**config.mk**
```make
export PLATFORM = sky130hd
export DESIGN_NAME = pattern_cell_mask_packer_unit
export DESIGN_NICKNAME = d
export VERILOG_FILES = /design/src/rtl/pcmp_pkg.sv /design/src/rtl/pcmp_byte_ser.sv /design/src/rtl/pattern_cell_mask_packer_unit.sv
export SDC_FILE = /design/constraint.sdc
export NUM_CORES = 2
export LEC_CHECK = 0
export BUFFER_PORTS_ARGS = -buffer_cell sky130_fd_sc_hd__buf_2
export CAP_MARGIN = 15
export CELL_PAD_IN_SITES_DETAIL_PLACEMENT = 1
export CELL_PAD_IN_SITES_GLOBAL_PLACEMENT = 2
export CORE_MARGIN = 2
export CORE_UTILIZATION = 51
export DETAILED_ROUTE_END_ITERATION = 8
export GPL_TIMING_DRIVEN = 0
export HOLD_SLACK_MARGIN = 0.05
export PLACE_DENSITY = 0.81
export SETUP_SLACK_MARGIN = 0.15
export SLEW_MARGIN = 5
export SYNTH_ARGS = -nofsm -noshare
export SYNTH_HDL_FRONTEND = slang
export SYNTH_SLANG_ARGS = --single-unit
```
**constraint.sdc**
```tcl
create_clock -name clk -period 13.1 [get_ports clk]
set_input_delay 2.62 -clock clk [delete_from_list [all_inputs] [get_ports clk]]
set_output_delay 2.62 -clock clk [all_outputs]
set_load 0.005 [all_outputs]
```
**src/rtl/pcmp_pkg.sv**
```systemverilog
// pcmp_pkg: types and constants for the pattern cell mask packer
// channel memory entry layout, field codes and the byte hand-off to the serializer
// no dependencies
`default_nettype none

package pcmp_pkg;

  // field codes that mean "nothing in this column"
  localparam logic [7:0] NOTE_NONE = 8'd253;
  localparam logic [7:0] INS_NONE  = 8'd0;
  localparam logic [7:0] VOL_NONE  = 8'd255;
  localparam logic [7:0] CMD_NONE  = 8'd0;
  localparam logic [7:0] VAL_NONE  = 8'd0;

  // mask bits
  localparam int MASK_NEW_NOTE = 0;
  localparam int MASK_NEW_INS  = 1;
  localparam int MASK_NEW_VOL  = 2;
  localparam int MASK_NEW_FX   = 3;
  localparam int MASK_REP_NOTE = 4;
  localparam int MASK_REP_INS  = 5;
  localparam int MASK_REP_VOL  = 6;
  localparam int MASK_REP_FX   = 7;

  // stream bytes
  localparam logic [7:0] ROW_END_BYTE   = 8'h00;
  localparam logic       HEAD_MASK_FLAG = 1'b1;

  // one cell plus the row end yields at most this many bytes
  localparam int MAX_BYTES = 8;
  localparam int CNT_W     = $clog2(MAX_BYTES + 1);
  localparam int POS_W     = $clog2(MAX_BYTES);

  typedef logic [CNT_W-1:0]               cnt_t;
  typedef logic [POS_W-1:0]               pos_t;
  typedef logic [MAX_BYTES-1:0][7:0]      byte_buf_t;

  // per-channel memory of the last values sent
  typedef struct packed {
    logic [7:0] mask;
    logic [7:0] note;
    logic [7:0] ins;
    logic [7:0] vol;
    logic [7:0] cmd;
    logic [7:0] val;
  } entry_t;

  localparam entry_t ENTRY_RESET = '{
    mask: 8'd0,
    note: NOTE_NONE,
    ins:  INS_NONE,
    vol:  VOL_NONE,
    cmd:  CMD_NONE,
    val:  VAL_NONE
  };

  // byte group handed from the cell stage to the serializer
  typedef struct packed {
    logic      valid;
    cnt_t      cnt;
    byte_buf_t bytes;
  } ser_load_t;

endpackage

`default_nettype wire

```
**src/rtl/pcmp_byte_ser.sv**
```systemverilog
// pcmp_byte_ser: turns a group of up to MAX_BYTES bytes into a byte stream
// marks the final byte of each group with tlast; depends on pcmp_pkg
`default_nettype none

module pcmp_byte_ser
  import pcmp_pkg::*;
(
  input  wire logic      clk,
  input  wire logic      rst,
  input  wire ser_load_t load,
  output logic           free,
  output logic           m_tvalid,
  input  wire logic      m_tready,
  output logic [7:0]     m_tdata,   // out_byte
  output logic           m_tlast    // last_of_item
);

  logic      busy;
  byte_buf_t bytes;
  pos_t      pos;
  pos_t      last_pos;
  logic      advance;

  assign advance  = busy && m_tready;
  assign free     = !busy || (advance && m_tlast);
  assign m_tvalid = busy;
  assign m_tdata  = bytes[pos];
  assign m_tlast  = (pos == last_pos);

  // control: take a new group when the current one is done
  always_ff @(posedge clk) begin
    if (rst) begin
      busy <= 1'b0;
    end else if (free && load.valid) begin
      busy <= 1'b1;
    end else if (advance && m_tlast) begin
      busy <= 1'b0;
    end
  end

  // payload and byte position
  always_ff @(posedge clk) begin
    if (free && load.valid) begin
      bytes    <= load.bytes;
      pos      <= '0;
      last_pos <= POS_W'(load.cnt - cnt_t'(1));
    end else if (advance && !m_tlast) begin
      pos <= pos + pos_t'(1);
    end
  end

endmodule

`default_nettype wire

```
**src/rtl/pattern_cell_mask_packer_unit.sv**
```systemverilog
// pattern_cell_mask_packer_unit: packs tracker pattern cells into a byte stream
// top level; depends on pcmp_pkg and pcmp_byte_ser
//
// One cell enters per transaction on the slave side; the master side gives
// the packed bytes one per transaction, tlast on the final byte of each cell.
// The channel memory is read when a cell is accepted and written back when
// the cell hands its bytes to the serializer from the cell stage register;
// a cell on the same channel right behind it gets the new entry by forwarding.
// A cell waits in the memory stage while the serializer still sends the
// previous cell's bytes; the hand-off overlaps the previous cell's last
// output byte. Each cell yields 0 to 8 bytes, sent one per transaction on
// the byte-wide output port as m_tready allows, which sets the sustained
// rate; a new cell can enter while the previous cell's bytes are still sent.
// first_of_pattern resets every channel at once (per-channel valid bits),
// with no clearing pass.
`default_nettype none

module pattern_cell_mask_packer_unit
  import pcmp_pkg::*;
#(
  parameter int CHANNELS = 64
) (
  input  wire logic        clk,
  input  wire logic        rst,
  input  wire logic        s_tvalid,
  output logic             s_tready,
  input  wire logic [47:0] s_tdata,   // channel, note, instrument, volume,
                                      // effect_command, effect_value, 2 zero bits
  input  wire logic        s_tuser,   // first_of_pattern
  input  wire logic        s_tlast,   // end_of_row
  output logic             m_tvalid,
  input  wire logic        m_tready,
  output logic [7:0]       m_tdata,   // out_byte
  output logic             m_tlast    // last_of_item
);

  localparam int AW = (CHANNELS > 1) ? $clog2(CHANNELS) : 1;

  // input unpacking
  logic [5:0] in_channel;
  logic       in_range;
  logic [AW-1:0] in_idx;
  logic       accept;

  assign in_channel = s_tdata[5:0];
  assign in_range   = (int'(in_channel) < CHANNELS);
  assign in_idx     = AW'(in_channel);
  assign accept     = s_tvalid && s_tready;

  // channel memory and reset state per channel
  entry_t              mem [CHANNELS];
  logic [CHANNELS-1:0] ch_valid;
  logic [CHANNELS-1:0] ch_valid_next;

  // cell stage registers
  logic       s1_valid;
  logic       s1_first;
  logic       s1_eor;
  logic       s1_in_range;
  logic [5:0] s1_ch;
  logic [7:0] s1_note;
  logic [7:0] s1_ins;
  logic [7:0] s1_vol;
  logic [7:0] s1_cmd;
  logic [7:0] s1_val;
  entry_t     s1_rd;
  logic       s1_rd_ok;
  logic       s1_fwd_hit;
  logic       s1_fwd_clear;
  entry_t     s1_fwd_data;

  logic [AW-1:0] s1_idx;
  entry_t     eff;
  entry_t     upd;
  logic [7:0] mask;
  logic       active;
  logic       s1_wr;
  logic       s1_go;
  byte_buf_t  bytes;
  cnt_t       nb;
  logic [6:0] ch_code;
  ser_load_t  load;
  logic       ser_free;

  assign s1_idx = AW'(s1_ch);

  // effective entry: clear, forwarded write, memory or reset value
  always_comb begin
    priority if (s1_first) begin
      eff = ENTRY_RESET;
    end else if (s1_fwd_hit) begin
      eff = s1_fwd_data;
    end else if (s1_fwd_clear || !s1_rd_ok) begin
      eff = ENTRY_RESET;
    end else begin
      eff = s1_rd;
    end
  end

  // mask and updated entry
  always_comb begin
    mask   = '0;
    upd    = eff;
    active = s1_in_range &&
             !(s1_note == NOTE_NONE && s1_ins == INS_NONE && s1_vol == VOL_NONE &&
               s1_cmd == CMD_NONE && s1_val == VAL_NONE);
    if (s1_note != NOTE_NONE) begin
      if (eff.note != s1_note) begin
        upd.note = s1_note;
        mask[MASK_NEW_NOTE] = 1'b1;
      end else begin
        mask[MASK_REP_NOTE] = 1'b1;
      end
    end
    if (s1_ins != INS_NONE) begin
      if (eff.ins != s1_ins) begin
        upd.ins = s1_ins;
        mask[MASK_NEW_INS] = 1'b1;
      end else begin
        mask[MASK_REP_INS] = 1'b1;
      end
    end
    if (s1_vol != VOL_NONE) begin
      if (eff.vol != s1_vol) begin
        upd.vol = s1_vol;
        mask[MASK_NEW_VOL] = 1'b1;
      end else begin
        mask[MASK_REP_VOL] = 1'b1;
      end
    end
    if (s1_cmd != CMD_NONE || s1_val != VAL_NONE) begin
      if (eff.cmd != s1_cmd || eff.val != s1_val) begin
        upd.cmd = s1_cmd;
        upd.val = s1_val;
        mask[MASK_NEW_FX] = 1'b1;
      end else begin
        mask[MASK_REP_FX] = 1'b1;
      end
    end
    upd.mask = mask;
  end

  assign ch_code = 7'(s1_ch) + 7'd1;
  assign s1_wr   = s1_valid && active;

  // byte group of the cell
  always_comb begin
    bytes = '0;
    nb    = '0;
    if (active) begin
      if (eff.mask != mask) begin
        bytes[POS_W'(nb)] = {HEAD_MASK_FLAG, ch_code};
        nb = nb + cnt_t'(1);
        bytes[POS_W'(nb)] = mask;
        nb = nb + cnt_t'(1);
      end else begin
        bytes[POS_W'(nb)] = {1'b0, ch_code};
        nb = nb + cnt_t'(1);
      end
      if (mask[MASK_NEW_NOTE]) begin
        bytes[POS_W'(nb)] = s1_note;
        nb = nb + cnt_t'(1);
      end
      if (mask[MASK_NEW_INS]) begin
        bytes[POS_W'(nb)] = s1_ins;
        nb = nb + cnt_t'(1);
      end
      if (mask[MASK_NEW_VOL]) begin
        bytes[POS_W'(nb)] = s1_vol;
        nb = nb + cnt_t'(1);
      end
      if (mask[MASK_NEW_FX]) begin
        bytes[POS_W'(nb)] = s1_cmd;
        nb = nb + cnt_t'(1);
        bytes[POS_W'(nb)] = s1_val;
        nb = nb + cnt_t'(1);
      end
    end
    if (s1_eor) begin
      bytes[POS_W'(nb)] = ROW_END_BYTE;
      nb = nb + cnt_t'(1);
    end
  end

  // hand-off: cells with no bytes retire at once
  assign s1_go      = s1_valid && (nb == '0 || ser_free);
  assign s_tready   = !s1_valid || s1_go;
  assign load.valid = s1_valid && (nb != '0);
  assign load.cnt   = nb;
  assign load.bytes = bytes;

  // cell stage control
  always_ff @(posedge clk) begin
    if (rst) begin
      s1_valid <= 1'b0;
    end else if (accept) begin
      s1_valid <= 1'b1;
    end else if (s1_go) begin
      s1_valid <= 1'b0;
    end
  end

  // cell stage payload and forwarding of the retiring cell
  always_ff @(posedge clk) begin
    if (accept) begin
      s1_ch        <= in_channel;
      s1_note      <= s_tdata[13:6];
      s1_ins       <= s_tdata[21:14];
      s1_vol       <= s_tdata[29:22];
      s1_cmd       <= s_tdata[37:30];
      s1_val       <= s_tdata[45:38];
      s1_first     <= s_tuser;
      s1_eor       <= s_tlast;
      s1_in_range  <= in_range;
      s1_rd_ok     <= in_range ? ch_valid[in_idx] : 1'b0;
      s1_fwd_hit   <= s1_go && s1_wr && (s1_ch == in_channel);
      s1_fwd_clear <= s1_go && s1_first;
      s1_fwd_data  <= upd;
    end
  end

  // memory read port
  always_ff @(posedge clk) begin
    if (accept && in_range) begin
      s1_rd <= mem[in_idx];
    end
  end

  // memory write port
  always_ff @(posedge clk) begin
    if (s1_go && s1_wr) begin
      mem[s1_idx] <= upd;
    end
  end

  // per-channel valid bits, cleared by first_of_pattern
  always_comb begin
    ch_valid_next = ch_valid;
    if (s1_go) begin
      if (s1_first) begin
        ch_valid_next = '0;
      end
      if (s1_wr) begin
        ch_valid_next[s1_idx] = 1'b1;
      end
    end
  end

  always_ff @(posedge clk) begin
    if (rst) begin
      ch_valid <= '0;
    end else begin
      ch_valid <= ch_valid_next;
    end
  end

  // output serializer
  pcmp_byte_ser u_ser (
    .clk      (clk),
    .rst      (rst),
    .load     (load),
    .free     (ser_free),
    .m_tvalid (m_tvalid),
    .m_tready (m_tready),
    .m_tdata  (m_tdata),
    .m_tlast  (m_tlast)
  );

  // a stalled cell keeps its fields and its memory view
  a_s1_hold: assert property (@(posedge clk) disable iff (rst)
    s1_valid && !s1_go |=> s1_valid && $stable(s1_ch) && $stable(s1_rd) &&
                           $stable(s1_fwd_hit) && $stable(s1_fwd_clear))
    else $error("cell stage changed while stalled");

  // a handed-off byte group shows up on the output in the next cycle
  a_load_out: assert property (@(posedge clk) disable iff (rst)
    s1_go && nb != '0 |=> m_tvalid)
    else $error("byte group lost at hand-off");

  // a cell that writes memory always sends at least its channel byte
  a_wr_bytes: assert property (@(posedge clk) disable iff (rst)
    s1_wr |-> nb != '0)
    else $error("memory update without output bytes");

endmodule

`default_nettype wire

```
==> flow_summary.ini <==
[sta]
skew_ps = 95.0
max_freq_mhz = 84.5
grt_setup_unrepaired = no
fin_crit_ps = 11830
slew_violations = 0
hold_violations = 0
period_share_pct = 90.3
finalSetupViolCount = 0
max-slew-margin-rel_pct = 7.99
worst_slew_pin_slew_ps = 1370
setup_tns_ps = 0

[clock_network]
clock_path_buffers = 4
cts_resized = 0
cts-root-buf = clkbuf_16
hold_buffers = 0
cts-buffers-inserted = 349
cts_sinks = 3355
cts.htree.levels = 5
cts_setup_buffers = 0
clk_pin_slew_ps = 70
worstSkewPairLatency_ps = 1020
cts_tree = done

[yosys]
syn_area_mm2 = 0.132
ys_types = 101
synth.ff_latch_count = 3355
synth_nets = 5878
async_reset_ff_share_pct = 0
synth_ff_type = edfxtp_1
synth-xor-area-share_pct = 0.239
synth_enable_flop_cells = 3286
synthMuxAreaShare_pct = 18.0
synth-seq-area-share_pct = 75.9
yosys.area_share.simple_pct = 1.87
synth_top_area_cell = edfxtp_1
synth_top_family_by_area = multiplexers
synth_common_cells = edfxtp_1, mux4_2, clkbuf_1, nor2_1, nand2_1
synth_compound_area_share_pct = 2.63
synth_fa_ha_area_share_pct = 0.110
yosys_warnings = 0
synth.most_common_cell = edfxtp_1
synthCells = 5813
avgSynthCellArea_um2 = 22.7
netlist.area_leader.share_pct = 74.9
synth_area_leaders = edfxtp_1, mux4_2, dfxtp_1

[power]
p_clk_share_pct = 42.3
power_density_mw_per_mm2 = 150
total_power_mw = 23.1
power.leakage_nw = 48.6
seq_power_share_pct = 51.6
power_switching_mw = 5.14
ir_worst_vdd_uv = 100
p_sw_share_pct = 22.2
p_int_mw = 18.0
p_comb_share_pct = 6.1

[critical_path]
crit_cells = 26
crit_top_cell = buf_2
cp.arrival_ps = 9210
cp_top_family = simple AND/OR/NAND/NOR gates
r2r-end = mem[20][16]$_DFFE_PP_
cp.required_ps = 10480
critPathBufInv = 9
start_kind = flip-flop
endpoint_kind = output port
rrSetupSlack_ps = 2340
slowest_stage = nor4_1
reg2reg_depth = 33
slowest_delay_ps = 870
path_class = reg -> out
crit_path_max_fanout = 12
r2r-start = s1_fwd_hit$_DFFE_PP_

[drt]
vias_per_cell = 6.80
postRouteAntennaNets = 0
vias = 70900
drt_pass1_iterations = 5
avgRoutedWirePerCell_um = 40.1
drt_iter0_drc = 10500
routed_wl_um = 418000
drc_errors = 0

[floorplan]
dieHeight_um = 512
start_util_pct = 51.3
coreArea_mm2 = 0.257
chipWidth_um = 512
rows = 186
dieArea_mm2 = 0.262
io-pin-count = 65

[job]
maxCapViolCount = 0

[layout]
drive_gt1_share_pct = 33.4
fillCellCount = 21200
area_delta_synth_final_pct = 17.0
fin_nets = 6829
utilization_pct = 60.0

[hold_path]
hp-start = ch_valid[54]$_SDFFE_PP0N_
hold_class = reg -> reg
whs_path_depth = 1
worstHoldEndpoint = ch_valid[54]$_SDFFE_PP0N_

[grt]
grt_pass1_vias = 73200
grt_max_degree = 75
grt_usage_pct = 32.0
overflow = 0
antenna_found_initial = 36
grt_pass1_wl_um = 584000

[outcome]
status = finished, final reports clean

[placement]
port_buffers = 62
hpwlAfterDp_um = 291000
globalplace.congestion = 0.930
[stage by stage]
step | cell area, um^2 | setup WS (ps) | instances | hold WS [ps]
2_1_floorplan | 132000 | 2320 | 5813 | 420
3_3_place_gp | 136000 | -6010 | 9259 | 431
3_5_place_dp | 143000 | 2360 | 9775 | 447
4_1_cts | 154000 | 1290 | 10400 | 463
5_1_grt | 154000 | 874 | 10400 | 476
6_report | 154000 | 1270 | 10400 | 467
[per-layer routing]
metal  track usage [%]  up-vias  share of wire (%)  wire [um]
met3              7.60     1025                 11      46000
met4              13.6       18                4.8      19900
met5                 0        -              0.028        118
met1              42.7    37900                 36     151000
li1                  -    27000                  -          -
met2              51.0     4908                 48     201000
[worst max-delay path by stage]
| stage | startpoint | slack (ps) | endpoint |
|---|---|---|---|
| global route | s1_fwd_hit$_DFFE_PP_ | 870 | s_tready |
| detailed placement | s1_fwd_hit$_DFFE_PP_ | 2360 | s_tready |
| finish | s1_fwd_hit$_DFFE_PP_ | 1270 | s_tready |
| global placement | s1_first$_DFFE_PP_ | -6010 | mem[60][21]$_DFFE_PP_ |
| CTS | s1_fwd_hit$_DFFE_PP_ | 1290 | s_tready |
| floorplan | s1_fwd_hit$_DFFE_PP_ | 2320 | mem[3][0]$_DFFE_PP_ |
[registers in the layout, summed over array words and instances (netlist names), 3 cells and up]
register        count
u_ser.pos           3
s1_fwd_data        48
u_ser.bytes        64
mem              3072
s1_ch               6
s1_vol              8
s1_rd              48
u_ser.last_pos      3
s1_val              8
s1_note             8
ch_valid           64
s1_ins              8
s1_cmd              8
[cells by family (layout without fill, tap and decap cells)]
group | after synthesis | after routing
multiplexers | 1072 | 1072
AO/OA/AOI/OAI | 462 | 462
AND/OR/NAND/NOR | 479 | 479
flip-flops | 3355 | 3355
other | 0 | 8
adder cells (fa/ha/maj) | 11 | 11
buffers and inverters | 401 | 1618
XOR/XNOR | 33 | 33
[area by class of cell]
class | count | area, um^2 | share of cell area (%)
flip-flops and latches | 3355 | 100000 | 64.9
multi-input cells | 2057 | 30900 | 20.0
clock buffers | 430 | 9270 | 6.01
repair buffers | 600 | 6300 | 4.08
well taps | 3384 | 4230 | 2.75
clock inverters | 187 | 1730 | 1.12
plain buffers | 355 | 1480 | 0.960
inverters | 46 | 173 | 0.112
diodes | 8 | 20.0 | 0.0130
[power by group through the flow]
stage                     Sequential [mW]  Clock, mW  Combinational [mW]
after floorplan                      12.1          0               0.742
after global placement               12.2          0                1.22
after detailed placement             12.1          0                1.37
after CTS                            11.9       9.83                1.38
after global routing                 11.9       10.2                1.46
final                                11.9       9.78                1.42
[cells in the final DEF, fill, tap and decap left out, drive strengths merged, types with 8 or more instances in the layout]
master,count
edfxtp,3286
mux4,1034
buf,716
clkbuf,669
clkinv,138
nor2,116
nand2,109
nor3,89
a21oi,81
dfxtp,69
a22oi,65
inv,52
a32o,48
o21ai,44
a22o,39
o31ai,34
bufinv,30
o22ai,29
xnor2,26
nand2b,24
mux2,23
nand3,23
nor4,22
mux2i,15
a221oi,14
clkinvlp,13
nand4,12
a211oi,11
o211ai,11
or4b,11
a31oi,11
nor2b,10
or3,10
ha,10
and2,9
diode,8
a211o,8
Power figures use the tool's default switching activity.
